--- src/sv/smx_pkg.sv ---
// shared types and constants of the stack machine executor
package smx_pkg;

  localparam int unsigned VALUE_W = 31;
  localparam int unsigned PROD_W  = 2 * VALUE_W;
  localparam int unsigned OP_W    = 4;

  localparam logic signed [PROD_W-1:0] RES_MAX = PROD_W'(64'sd1000000000);
  localparam logic signed [PROD_W-1:0] RES_MIN = -RES_MAX;

  typedef enum logic [OP_W-1:0] {
    OP_START = 4'd0,
    OP_NUM   = 4'd1,
    OP_POP   = 4'd2,
    OP_INV   = 4'd3,
    OP_DUP   = 4'd4,
    OP_SWP   = 4'd5,
    OP_ADD   = 4'd6,
    OP_SUB   = 4'd7,
    OP_MUL   = 4'd8,
    OP_DIV   = 4'd9,
    OP_MOD   = 4'd10,
    OP_END   = 4'd11
  } op_e;

  typedef enum logic [2:0] {
    ST_IDLE,
    ST_RD_A,
    ST_RD_B,
    ST_EXEC,
    ST_DIV,
    ST_WB,
    ST_END_RD,
    ST_EMIT
  } state_e;

endpackage

--- src/sv/smx_div.sv ---
// iterative signed divider, one quotient bit per cycle, truncating toward zero
module smx_div
  import smx_pkg::*;
(
  input  logic                      clk_i,
  input  logic                      rst_ni,
  input  logic                      start_i,
  input  logic signed [VALUE_W-1:0] dividend_i,
  input  logic signed [VALUE_W-1:0] divisor_i,
  output logic                      done_o,
  output logic signed [VALUE_W:0]   quot_o,
  output logic signed [VALUE_W-1:0] rem_o
);

  localparam int unsigned STEP_W = $clog2(VALUE_W);

  logic               busy_q, busy_d;
  logic               done_q, done_d;
  logic [STEP_W-1:0]  step_q, step_d;
  logic [VALUE_W-1:0] rem_q, rem_d;
  logic [VALUE_W-1:0] quo_q, quo_d;
  logic [VALUE_W-1:0] dvs_q, dvs_d;
  logic               neg_q_q, neg_q_d;
  logic               neg_r_q, neg_r_d;
  logic [VALUE_W:0]   trial;
  logic               fits;

  assign trial = {rem_q, quo_q[VALUE_W-1]};
  assign fits  = trial >= {1'b0, dvs_q};

  always_comb begin
    busy_d  = busy_q;
    done_d  = 1'b0;
    step_d  = step_q;
    rem_d   = rem_q;
    quo_d   = quo_q;
    dvs_d   = dvs_q;
    neg_q_d = neg_q_q;
    neg_r_d = neg_r_q;
    if (start_i) begin
      busy_d  = 1'b1;
      step_d  = STEP_W'(VALUE_W - 1);
      rem_d   = '0;
      // magnitudes; the most negative value still fits unsigned
      quo_d   = dividend_i[VALUE_W-1] ? VALUE_W'(-dividend_i) : VALUE_W'(dividend_i);
      dvs_d   = divisor_i[VALUE_W-1] ? VALUE_W'(-divisor_i) : VALUE_W'(divisor_i);
      neg_q_d = dividend_i[VALUE_W-1] ^ divisor_i[VALUE_W-1];
      neg_r_d = dividend_i[VALUE_W-1];
    end else if (busy_q) begin
      rem_d = fits ? VALUE_W'(trial - {1'b0, dvs_q}) : trial[VALUE_W-1:0];
      quo_d = {quo_q[VALUE_W-2:0], fits};
      if (step_q == '0) begin
        busy_d = 1'b0;
        done_d = 1'b1;
      end else begin
        step_d = step_q - 1'b1;
      end
    end
  end

  always_ff @(posedge clk_i or negedge rst_ni) begin
    if (!rst_ni) begin
      busy_q <= 1'b0;
      done_q <= 1'b0;
    end else begin
      busy_q <= busy_d;
      done_q <= done_d;
    end
  end

  always_ff @(posedge clk_i) begin
    step_q  <= step_d;
    rem_q   <= rem_d;
    quo_q   <= quo_d;
    dvs_q   <= dvs_d;
    neg_q_q <= neg_q_d;
    neg_r_q <= neg_r_d;
  end

  assign done_o = done_q;
  assign quot_o = neg_q_q ? -$signed({1'b0, quo_q}) : $signed({1'b0, quo_q});
  assign rem_o  = neg_r_q ? -$signed(rem_q) : $signed(rem_q);

endmodule

--- config.mk ---
export PLATFORM = sky130hd
export DESIGN_NAME = smx_div
export DESIGN_NICKNAME = d
export VERILOG_FILES = /design/src/sv/smx_pkg.sv /design/src/sv/smx_div.sv
export SDC_FILE = /design/constraint.sdc
export NUM_CORES = 1
export LEC_CHECK = 0
export BUFFER_PORTS_ARGS = -buffer_cell sky130_fd_sc_hd__buf_4
export CAP_MARGIN = 0
export CELL_PAD_IN_SITES_DETAIL_PLACEMENT = 1
export CELL_PAD_IN_SITES_GLOBAL_PLACEMENT = 2
export CORE_AREA = 2 2 151 153
export DETAILED_ROUTE_END_ITERATION = 10
export DIE_AREA = 0 0 153 155
export PLACE_DENSITY = 0.95
export SETUP_SLACK_MARGIN = 0.02
export SLEW_MARGIN = 20
export SYNTH_ARGS = -nofsm -noshare
export SYNTH_HDL_FRONTEND = slang
export SYNTH_SLANG_ARGS = --single-unit
--- constraint.sdc ---
create_clock -name clk_i -period 5.1 [get_ports clk_i]
set_input_delay 0.255 -clock clk_i [delete_from_list [all_inputs] [get_ports clk_i]]
set_output_delay 0.255 -clock clk_i [all_outputs]
set_load 0.01 [all_outputs]
==> summary.md, run 1 <==
| Metric | Value |
|---|---|
| CP endpoint | `rem_q[19]$_SDFFE_PP0P_` |
| Final Cycle Share | `71.24%` |
| Worst r2r dst | `rem_q[19]$_SDFFE_PP0P_` |
| Worst path max stage delay | `510 ps` |
| Fin. max-slew vios | `0` |
| H-Tree Depth | `3` |
| Clock skew | `13.30 ps` |
| Port bufs | `128` |
| Peak supply drop | `0.0002385 V` |
| Initial antenna violation count | `0` |
| Longest Clk Path Bufs | `2` |
| Num rows | `55` |
| Fmax | `275.2 MHz` |
| Avg Vias per Cell | `5.551` |
| Non-filler cells, final | `1352` |
| Share of cells above drive strength 1 | `16.21%` |
| Die height | `155 um` |
| Final antenna-violating net count | `0` |
| # nets final | `1164` |
| CP endpoint kind | `flip-flop` |
| Detailed Routing Iterations Pass 1 | `5` |
| Cell Area, Synth | `8300 um^2` |
| Post-Syn Instances | `969` |
| Cell depth of the worst flop-to-flop path | `12` |
| Boundary pin count | `129` |
| Switching power | `0.001943 W` |
| PD cells | `474.4 nW/um^2` |
| Setup-failing EPs final | `0` |
| Unrepaired setup endpoints after global routing | `no` |
| First-pass GRT wire length | `39050 um` |
| Average wire per standard cell | `18.03 um` |
| Clock slew at reported path FFs | `80 ps` |
| CTS tree | `yes` |
| Worst-Skew Late Latency | `360 ps` |
| Required @ worst endpoint | `5300 ps` |
| Worst reg2reg startpoint | `quo_q[30]$_DFFE_PP_` |
| Worst Hold Depth | `1` |
| DIE WIDTH | `153 um` |
| RD Place Congestion | `0.8873` |
| Final hold vios | `0` |
| Number of global-route vias before repair | `7450` |
| Largest net degree at the start of global routing | `79` |
| R2r setup slk | `1470 ps` |
| Slew margin rel. | `31.30%` |
| Routed vias | `7505` |
| Post-route DRC | `0` |
| Crit path DAT | `3830 ps` |
| Number of synthesized flops with an enable pin | `64` |
| Register area | `2693 um^2` |
| Sinks on Clock Net | `102` |
| DR iter-0 viols | `297` |
| Yosys warns | `0` |
| Final core utilization | `43.86%` |
| CTS Root Cell | `clkbuf_16` |
| Final Worst Setup Slack | `1467 ps` |
| Number of fillers in the final layout | `2650` |
| Sequential element share of the synthesized area | `32.44%` |
| Post-CTS Hold Fix Bufs | `1` |
| TritonCTS buffer count | `9` |
| Gate power share | `58.5%` |
| Gr usage total | `20.15%` |
| Worst Tran Pin Value | `1031 ps` |
| Worst-path cell chain | `inv_1 > ha_1 > fa_1 > nor2b_1 > o31a_1 > o2111a_1 > or2_2 > o2111a_1 > nor2_4 > buf_4 > mux2i_1 > a211oi_1` |
| Run status | `finished clean` |
| Most used cell, CP | `o2111a_1` |
| # diodes | `0` |
| Clk pwr share | `15.5%` |
| Setup crit start | `quo_q[30]$_DFFE_PP_` |
| Post-cts resize count | `0` |
| CP Class | `flip-flop to flip-flop` |
| Flip-flop and latch count after synthesis | `102` |
| Cell count after placement | `1335` |
| Crit path max fanout | `27` |
| DP Wirelength | `18850 um` |
| Max-Cap Viols | `0` |
| Async SR Flop Fraction | `1.961%` |
| Avg Inst Size Synth | `8.566 um^2` |
| P_int | `0.002681 W` |
| Core area | `22230 um^2` |
| Part of the power in registers | `26.0%` |
| Detailed Route WL | `24380 um` |
| Post-route setup TNS | `0 ps` |
| Die Area | `23720 um^2` |
| Hold Crit Class | `input pin to flip-flop` |
| Leak | `4.189 nW` |
| Area delta synth->final | `17.44%` |
| CP max-delay cell | `edfxtp_1` |
| GR Overflow Total | `0` |
| Post CTS Setup Buffer Count | `0` |
| Min cycle time layout | `3633 ps` |
| Hold slack | `109.1 ps` |
| Initial core utilization | `37.34%` |
| Area of the multi-input gates | `5210 um^2` |
| Yosys cell types | `68` |
| Switching share of power | `42.02%` |
| CP startpoint kind | `flip-flop` |
| Setup WS pre-CTS | `1502 ps` |
| Prevailing post-synth register cell | `edfxtp_1` |
| Synth Net Count | `1071` |
## sequential cells by signal (all words and copies together), names as in the netlist
| signal | flops |
|---|---|
| done_o | 1 |
| neg_q_q | 1 |
| rem_q | 31 |
| dvs_q | 31 |
| step_q | 5 |
| neg_r_q | 1 |
| busy_q | 1 |
| quo_q | 31 |
## power groups by stage
stage / sequential (W) / clock, W / combinational, W
floorplan: 0.00114 / 0 / 0.00173
global placement: 0.00121 / 0 / 0.00269
detailed placement: 0.00122 / 0 / 0.00273
CTS: 0.00120 / 0.000731 / 0.00274
global route: 0.00123 / 0.000759 / 0.00297
finish: 0.00120 / 0.000716 / 0.00271
## cell type report
type,instances,share of cell area (%)
timing repair buffer,135,10.42
clock buffer,10,2.349
sequential,102,27.62
tap,285,3.658
multi-input combinational,767,53.45
clock inverter,6,0.6931
inverter,47,1.810
## logic make-up after synthesis
logic type	after synthesis	synth area share, %
adder cells (fa/ha/maj)	37	5.668
buffers and inverters	100	4.793
AND/OR/NAND/NOR	304	18.77
flip-flops	102	32.44
XOR/XNOR	143	15.09
multiplexers	17	2.050
AO/OA/AOI/OAI	266	21.19
## worst min-delay path by stage
stage	slack, ps	to	from
finish	110	dvs_q[0]$_DFFE_PP_	divisor_i[0]
global route	100	dvs_q[0]$_DFFE_PP_	divisor_i[0]
CTS	100	dvs_q[0]$_DFFE_PP_	divisor_i[0]
detailed placement	40	done_o$_DFF_PN0_	rst_ni
global placement	40	done_o$_DFF_PN0_	rst_ni
floorplan	-40	busy_q$_DFF_PN0_	rst_ni
## Yosys cell counts, types with 19 or more instances
master	count	area [um^2]
a211oi_1	19	142.6
a21oi_1	62	310.3
clkbuf_1	43	161.4
dfxtp_1	36	720.7
edfxtp_1	64	1922
ha_1	36	450.4
inv_1	47	176.4
nand2_1	83	311.6
nor2_1	81	304.0
o21ai_0	69	345.3
o31ai_1	32	240.2
or3_1	23	143.9
xnor2_1	99	867.1
xor2_1	44	385.4
## cell usage in the layout (no fill, tap or decap), types with 14 or more instances in the layout
cell type / n
xor2_1: 44
nand2_1: 83
buf_4: 134
a211oi_1: 19
mux2i_1: 17
inv_1: 47
a21oi_1: 62
dfxtp_1: 36
nor3_1: 14
nand3_1: 15
xnor2_1: 99
a21o_1: 17
nor2_1: 81
edfxtp_1: 64
o31ai_1: 32
ha_1: 36
o41ai_1: 14
o21ai_0: 69
or3_1: 23
## through the flow
step | instance area [um^2] | power, W
6_report | 9748 | 0.004624
5_1_grt | 9748 | 0.004951
4_1_cts | 9748 | 0.004672
3_5_place_dp | 9442 | 0.003946
3_3_place_gp | 9442 | 0.003897
2_1_floorplan | 8300 | 0.002876
## metal layers
layer  part of all wire [%]  up-vias  global-route usage, %
li1                       -     3718                      -
met1                     46     3613                  26.46
met2                     47      145                  34.14
met3                    4.3       29                  3.175
met4                    2.2        0                  6.437
met5                      0        -                      0
## worst max-delay path, delay by kind of cell, from the launching register on
kind            cells  cell delay, ps
buf+inv             2             520
compound gates      4             990
fa+ha+maj           2             410
flops               1             510
mux                 1             240
simple gates        3             790
No activity file was read; power rests on OpenSTA's default activity.
==> run 2: changes to the inputs <==
--- a/config.mk
+++ b/config.mk
@@ -5,14 +5,15 @@
 export SDC_FILE = /design/constraint.sdc
 export NUM_CORES = 1
 export LEC_CHECK = 0
+export ABC_AREA = 1
 export BUFFER_PORTS_ARGS = -buffer_cell sky130_fd_sc_hd__buf_4
 export CAP_MARGIN = 0
 export CELL_PAD_IN_SITES_DETAIL_PLACEMENT = 1
 export CELL_PAD_IN_SITES_GLOBAL_PLACEMENT = 2
-export CORE_AREA = 2 2 151 153
+export CORE_AREA = 2 2 179 181
 export DETAILED_ROUTE_END_ITERATION = 10
-export DIE_AREA = 0 0 153 155
-export PLACE_DENSITY = 0.95
+export DIE_AREA = 0 0 181 183
+export PLACE_DENSITY = 0.89
 export SETUP_SLACK_MARGIN = 0.02
 export SLEW_MARGIN = 20
 export SYNTH_ARGS = -nofsm -noshare
==> constraint.sdc (replaced) <==
create_clock -name clk_i -period 3.7 [get_ports clk_i]
set_input_delay 0.185 -clock clk_i [delete_from_list [all_inputs] [get_ports clk_i]]
set_output_delay 0.185 -clock clk_i [all_outputs]
set_load 0.01 [all_outputs]
==> summary.md, run 2 <==
| Metric | Value |
|---|---|
| Run status | `finished clean` |
| # nets final | `1784 (+53%)` |
| Cell count after placement | `2072 (+55%)` |
| PD cells | `678.7 nW/um^2 (+43%)` |
| Avg Vias per Cell | `4.894 (-12%)` |
| Number of global-route vias before repair | `10681 (+43%)` |
| CP Class | `flip-flop to output pin` |
| Setup WS pre-CTS | `834.5 ps (-667.3 ps)` |
| # diodes | `0 (unchanged)` |
| Crit path DAT | `2870 ps (-960 ps)` |
| Non-filler cells, final | `2089 (+55%)` |
| Final antenna-violating net count | `0 (unchanged)` |
| Share of cells above drive strength 1 | `12.03% (-4.2 points)` |
| CTS tree | `yes` |
| Gr usage total | `21.96% (+1.8 points)` |
| Flip-flop and latch count after synthesis | `102 (unchanged)` |
| Leading cell type in the layout, fill and taps excluded | `nand2_1` |
| First-pass GRT wire length | `56820 um (+46%)` |
| Worst-Skew Late Latency | `380 ps (+20 ps)` |
| Peak supply drop | `0.0002957 V (+24%)` |
| TritonCTS buffer count | `9 (unchanged)` |
| Average wire per standard cell | `17.30 um (-4.1%)` |
| Min cycle time layout | `3054 ps` |
| CP endpoint kind | `output pin` |
| Async SR Flop Fraction | `1.961% (unchanged)` |
| Final Cycle Share | `82.55%` |
| Die Area | `33120 um^2 (+40%)` |
| Clock skew | `21.18 ps (+7.879 ps)` |
| Post-Syn Instances | `1573 (+62%)` |
| Clock slew at reported path FFs | `80 ps (about the same)` |
| Detailed Routing Iterations Pass 1 | `5 (unchanged)` |
| Synth cell count leaders | `nand2_1, inv_1, nor2_1, nand3_1, xor2_1` |
| Synth Net Count | `1675 (+56%)` |
| Setup-failing EPs final | `0 (unchanged)` |
| Longest Clk Path Bufs | `2 (unchanged)` |
| Post-cts resize count | `0 (unchanged)` |
| Top-area cell type share of the netlist area | `19.46% (-3.7 points)` |
| Commonest cells after routing, fill and taps aside | `nand2_1, inv_1, nor2_1, nand3_1, buf_4` |
| Leak | `5.994 nW (+43%)` |
| Final Worst Setup Slack | `645.8 ps (-821.0 ps)` |
| GR Overflow Total | `0 (unchanged)` |
| Cell Area, Synth | `9877 um^2 (+19%)` |
| Prevailing post-synth register cell | `edfxtp_1` |
| CTS Root Cell | `clkbuf_16` |
| Boundary pin count | `129 (unchanged)` |
| Post-route DRC | `0 (unchanged)` |
| Design area | `11520 um^2 (+18%)` |
| Post-route setup TNS | `0 ps (unchanged)` |
| CP startpoint kind | `flip-flop` |
| Leading registers by flop count | `dvs_q (31), quo_q (31), rem_q (31)` |
| DR iter-0 viols | `671 (+130%)` |
| Unrepaired setup endpoints after global routing | `no` |
| Routed vias | `10223 (+36%)` |
| Largest cells by area after synthesis | `edfxtp_1, nand2_1, inv_1` |
| Die height | `183 um (+18%)` |
| Required @ worst endpoint | `3510 ps (-1790 ps)` |
| Crit path max fanout | `5 (-81%)` |
| Yosys warns | `0 (unchanged)` |
| Largest net degree at the start of global routing | `62 (-22%)` |
| DP Wirelength | `30030 um (+59%)` |
| Sinks on Clock Net | `102 (unchanged)` |
| Most frequent cell after synthesis | `nand2_1` |
| Area delta synth->final | `16.67%` |
| Final hold vios | `0 (unchanged)` |
| Max-Cap Viols | `0 (unchanged)` |
| Slew margin rel. | `49.23% (+18 points)` |
| Initial core utilization | `31.63% (-5.7 points)` |
| Worst Tran Pin Value | `754.7 ps (-275.9 ps)` |
| DIE WIDTH | `181 um (+18%)` |
| Avg Inst Size Synth | `6.279 um^2 (-27%)` |
| Sequential element share of the synthesized area | `27.26% (-5.2 points)` |
| H-Tree Depth | `3 (unchanged)` |
| Fin. max-slew vios | `0 (unchanged)` |
| Port bufs | `128 (unchanged)` |
| Hold Crit Class | `input pin to flip-flop` |
| RD Place Congestion | `0.9164 (+3.3%)` |
| Num rows | `65 (+18%)` |
| Yosys cell types | `44 (-35%)` |
| Yosys top cell by area | `edfxtp_1` |
| Detailed Route WL | `36130 um (+48%)` |
| Initial antenna violation count | `1 (+1)` |
| Number of synthesized flops with an enable pin | `64 (unchanged)` |
| Fmax | `327.4 MHz` |
| Core area | `31230 um^2 (+41%)` |
| Post-DP Area | `11200 um^2 (+19%)` |
| Number of fillers in the final layout | `4174 (+58%)` |
[run 2: cell count changes after synthesis, sizes merged, moves of 31 or more]
cell / previous run / this run
nand2: 83 / 498
inv: 47 / 282
nand3: 15 / 142
nor2: 82 / 160
xnor2: 99 / 28
xor2: 44 / 88
a21oi: 62 / 28
o31ai: 32 / 1
[run 2: cell type report]
class / instances / area, um^2 / share of cell area, %
Multi-Input combinational cell: 1149 / 5924 / 51.41
Sequential cell: 102 / 2693 / 23.37
Inverter: 285 / 1070 / 9.283
Timing Repair Buffer: 135 / 1016 / 8.816
Tap cell: 402 / 503.0 / 4.365
Clock buffer: 10 / 250.2 / 2.172
Clock inverter: 6 / 67.56 / 0.5863
[run 2: where the power goes]
| part | internal (W) | switching [W] |
|---|---|---|
| registers | 0.00147 | 0.000339 |
| clock network | 0.000524 | 0.000518 |
| logic | 0.00179 | 0.00318 |
| total | 0.00379 | 0.00404 |
[run 2: per-layer routing]
layer	GRT usage [%]	share of wire, %	vias to the layer above
li1	-	-	5133
met1	28.29	45	4855
met3	2.085	3.7	47
met2	38.77	48	188
met5	0	0	-
met4	7.057	2.7	0
[run 2: cell families (layout without fill, tap and decap cells)]
logic type / count (synthesis) / count (layout) / synth area share [%]
AO/OA/AOI/OAI: 115 / 115 / 6.435
adder cells (fa/ha/maj): 37 / 37 / 4.763
flip-flops: 102 / 102 / 27.26
AND/OR/NAND/NOR: 881 / 881 / 38.47
buffers and inverters: 322 / 436 / 12.78
XOR/XNOR: 116 / 116 / 10.29
[run 2: worst paths after layout]
check	slack (ps)	to	start	cells past startpoint
worst max-delay path	650	rem_o[30]	rem_q[0]$_SDFFE_PP0P_	11
worst min-delay path	30	dvs_q[0]$_DFFE_PP_	divisor_i[0]	1
worst max register to register	890	rem_q[10]$_SDFFE_PP0P_	quo_q[30]$_DFFE_PP_	15
worst min register to register	480	step_q[4]$_SDFFE_PP1P_	step_q[4]$_SDFFE_PP1P_	2
max in group asynchronous	3490	done_o$_DFF_PN0_	rst_ni	2
min in group asynchronous	120	busy_q$_DFF_PN0_	rst_ni	2
[run 2: critical path, cell delays in order, from the launching register on]
cell     delay, ps
dfxtp_1        360
inv_1          200
ha_1           190
inv_1           50
nor3_2         180
nand2_1        120
nor2_1         280
nand3_1        330
o21ai_2        290
o21ai_0        160
xor2_1         180
buf_4          150
[run 2: through the flow]
stage	power (W)	hold WS, ps	util [%]
3_5_place_dp	0.006790	-29.38	35.85
3_3_place_gp	0.006712	-30.39	35.85
6_report	0.007821	32.87	36.90
4_1_cts	0.007868	28.82	36.90
2_1_floorplan	0.005003	-110.6	-
5_1_grt	0.008489	30.55	36.90
[run 2: what timing repair did]
action / in CTS / in global routing
hold buffers: 1 / 0
buffers inserted: 0 / 0
endpoints found under the setup margin: 0 / 0
hold endpoints to repair: 2 / 0
==> run 3: changes to the inputs <==
--- a/config.mk
+++ b/config.mk
@@ -5,14 +5,14 @@
 export SDC_FILE = /design/constraint.sdc
 export NUM_CORES = 1
 export LEC_CHECK = 0
-export ABC_AREA = 1
+export ABC_AREA = 0
 export BUFFER_PORTS_ARGS = -buffer_cell sky130_fd_sc_hd__buf_4
 export CAP_MARGIN = 0
 export CELL_PAD_IN_SITES_DETAIL_PLACEMENT = 1
 export CELL_PAD_IN_SITES_GLOBAL_PLACEMENT = 2
-export CORE_AREA = 2 2 179 181
+export CORE_AREA = 2 2 157 159
 export DETAILED_ROUTE_END_ITERATION = 10
-export DIE_AREA = 0 0 181 183
+export DIE_AREA = 0 0 159 161
 export PLACE_DENSITY = 0.89
 export SETUP_SLACK_MARGIN = 0.02
 export SLEW_MARGIN = 20
==> constraint.sdc (replaced) <==
create_clock -name clk_i -period 3.1 [get_ports clk_i]
set_input_delay 0.155 -clock clk_i [delete_from_list [all_inputs] [get_ports clk_i]]
set_output_delay 0.155 -clock clk_i [all_outputs]
set_load 0.01 [all_outputs]
==> summary.md, run 3 (same netlist as run 1, synthesis figures left out) <==
| Metric | Value |
|---|---|
| Run status | `finished, violations left` |
| Switching power | `0.003572 W (-11%)` |
| Number of global-route vias before repair | `7753 (-27%)` |
| Clk pwr share | `15.0% (+1.7 points)` |
| Num rows | `57 (-12%)` |
| Detailed Route WL | `25420 um (-30%)` |
| Gr usage total | `19.50% (-2.5 points)` |
| Unrepaired setup endpoints after global routing | `yes` |
| GR Overflow Total | `0 (unchanged)` |
| R2r setup slk | `160 ps (-730 ps)` |
| Max-Cap Viols | `0 (unchanged)` |
| Detailed Routing Iterations Pass 1 | `5 (unchanged)` |
| Min cycle time layout | `3257 ps` |
| Initial core utilization | `34.64% (+3.0 points)` |
| Final hold vios | `0 (unchanged)` |
| Cell depth of the worst flop-to-flop path | `9 (-6)` |
| CP endpoint | `quot_o[30]` |
| Worst path max stage delay | `560 ps (+200 ps)` |
| Boundary pin count | `129 (unchanged)` |
| Longest Clk Path Bufs | `2 (unchanged)` |
| Final Worst Setup Slack | `-156.6 ps (-802.4 ps)` |
| RD Place Congestion | `0.8598 (-6.2%)` |
| Area delta synth->final | `26.89%` |
| # nets final | `1232 (-31%)` |
| Number of fillers in the final layout | `2878 (-31%)` |
| H-Tree Depth | `3 (unchanged)` |
| CP startpoint kind | `flip-flop` |
| Share of cells above drive strength 1 | `23.88% (+12 points)` |
| DP Wirelength | `19710 um (-34%)` |
| Crit path max fanout | `3 (-2)` |
| Final Power | `0.008476 W (+8.4%)` |
| Routed vias | `7704 (-25%)` |
| Peak supply drop | `0.0004047 V (+37%)` |
| Leading cell type in the layout, fill and taps excluded | `buf_4` |
| CP endpoint kind | `output pin` |
| Fin. max-slew vios | `0 (unchanged)` |
| Slew margin rel. | `31.06% (-18 points)` |
| CTS tree | `yes` |
| Part of the power in registers | `22.3% (-0.8 points)` |
| PD cells | `804.7 nW/um^2 (+19%)` |
| Largest net degree at the start of global routing | `73 (+18%)` |
| Commonest cells after routing, fill and taps aside | `buf_4, xnor2_1, nor2_1, nand2_1, o21ai_0` |
| Crit path DAT | `3100 ps (+230 ps)` |
| Post-route DRC | `0 (unchanged)` |
| # diodes | `0 (unchanged)` |
| CTS Root Cell | `clkbuf_16` |
| Core area | `23960 um^2 (-23%)` |
| DIE WIDTH | `159 um (-12%)` |
| Average wire per standard cell | `17.42 um (+0.74%)` |
| Worst-path cell chain | `or4_4 > or3_4 > or3_4 > or4_4 > nand2b_4 > o21ai_2 > xnor2_1 > buf_4` |
| Clock slew at reported path FFs | `90 ps (about the same)` |
| Setup crit start | `quo_q[13]$_DFFE_PP_` |
| Worst reg2reg startpoint | `rem_q[6]$_SDFFE_PP0P_` |
| Worst Tran Pin Value | `1034 ps (+279.4 ps)` |
| CP Class | `flip-flop to output pin` |
| Gate power share | `62.7% (-0.8 points)` |
| Leading registers by flop count | `dvs_q (31), quo_q (31), rem_q (31)` |
| Required @ worst endpoint | `2940 ps (-570 ps)` |
| Setup-failing EPs final | `5 (+5)` |
| Hold Crit Class | `input pin to flip-flop` |
| Fmax | `307.1 MHz` |
| DR iter-0 viols | `434 (-35%)` |
| First-pass GRT wire length | `40550 um (-29%)` |
| P_int | `0.004904 W (+30%)` |
| Worst-Skew Late Latency | `370 ps (about the same)` |
| Worst Hold Depth | `1 (unchanged)` |
| CP max-delay cell | `or4_4` |
| Worst r2r dst | `rem_q[30]$_SDFFE_PP0P_` |
| Final antenna-violating net count | `0 (unchanged)` |
| Hold slack | `25.20 ps (-7.666 ps)` |
| Initial antenna violation count | `0 (-1)` |
| Leak | `4.583 nW (-24%)` |
| Port bufs | `128 (unchanged)` |
| Die height | `161 um (-12%)` |
| Clock skew | `13.95 ps (-7.233 ps)` |
| Failing checks | `setup timing` |
| TritonCTS buffer count | `9 (unchanged)` |
| Final Cycle Share | `105.1%` |
| Die Area | `25600 um^2 (-23%)` |
| Switching share of power | `42.14% (-9.5 points)` |
| Avg Vias per Cell | `5.280 (+7.9%)` |
| Sinks on Clock Net | `102 (unchanged)` |
## run 3: worst min path at each step
stage,from,endpoint,slack [ps]
final,divisor_i[0],dvs_q[0]$_DFFE_PP_,30
after global routing,divisor_i[0],dvs_q[0]$_DFFE_PP_,20
after CTS,divisor_i[0],dvs_q[0]$_DFFE_PP_,7
after detailed placement,rst_ni,done_o$_DFF_PN0_,-60
after global placement,rst_ni,done_o$_DFF_PN0_,-60
after floorplan,rst_ni,busy_q$_DFF_PN0_,-140
## run 3: layout make-up
type | instances | area [um^2] | share of cell area (%)
flip-flops and latches | 102 | 2698 | 25.61
multi-input cells | 767 | 5371 | 51.00
clock inverters | 7 | 97.59 | 0.9266
inverters | 47 | 176.4 | 1.675
well taps | 324 | 405.4 | 3.849
clock buffers | 9 | 225.2 | 2.138
repair buffers | 203 | 1559 | 14.80
## run 3: layer usage
metal  up-vias  track usage, %  wire length [um]  share of wire [%]
met2       148           31.56             11520                 45
met3        22           2.003               994                3.9
met5         -               0                 0                  0
met4         0           5.537               371                1.5
li1       3847               -                 -                  -
met1      3687           27.75             12540                 49
## run 3: worst max-delay path: cells and delay by family (launching register included)
| family | cells | cell delay (ps) |
|---|---|---|
| buffers and inverters | 1 | 140 |
| flip-flops | 1 | 410 |
| AND/OR/NAND/NOR | 5 | 1930 |
| XOR/XNOR | 1 | 130 |
| AO/OA/AOI/OAI | 1 | 140 |
## run 3: power groups by stage
stage / Sequential, W / Clock (W) / Combinational, W
after floorplan: 0.00188 / 0 / 0.00285
after global placement: 0.00190 / 0 / 0.00485
after detailed placement: 0.00192 / 0 / 0.00492
after CTS: 0.00189 / 0.00129 / 0.00514
after global routing: 0.00192 / 0.00134 / 0.00578
final: 0.00189 / 0.00127 / 0.00531
## run 3: per-stage QoR
step                      setup WS [ps]  setup TNS (ps)  cell area (um^2)  cells  util (%)
final                            -156.6          -647.9             10530   1459     43.95
after global routing             -263.2           -1582             10530   1459     43.95
after CTS                        -180.7          -629.1             10430   1455     43.53
after detailed placement          46.44               0              9913   1427     41.37
after global placement            138.5               0              9913   1427     41.37
after floorplan                   293.2               0              8300    969         -
## run 3: repair_timing
action                                  4_1_cts  5_1_grt
gates cloned                                  0        0
endpoints found under the hold margin         2        0
pin swaps                                     8        8
hold buffers                                  1        0
endpoints found under the setup margin       17       16
setup buffers                                11        3
gates resized for setup                      24       14
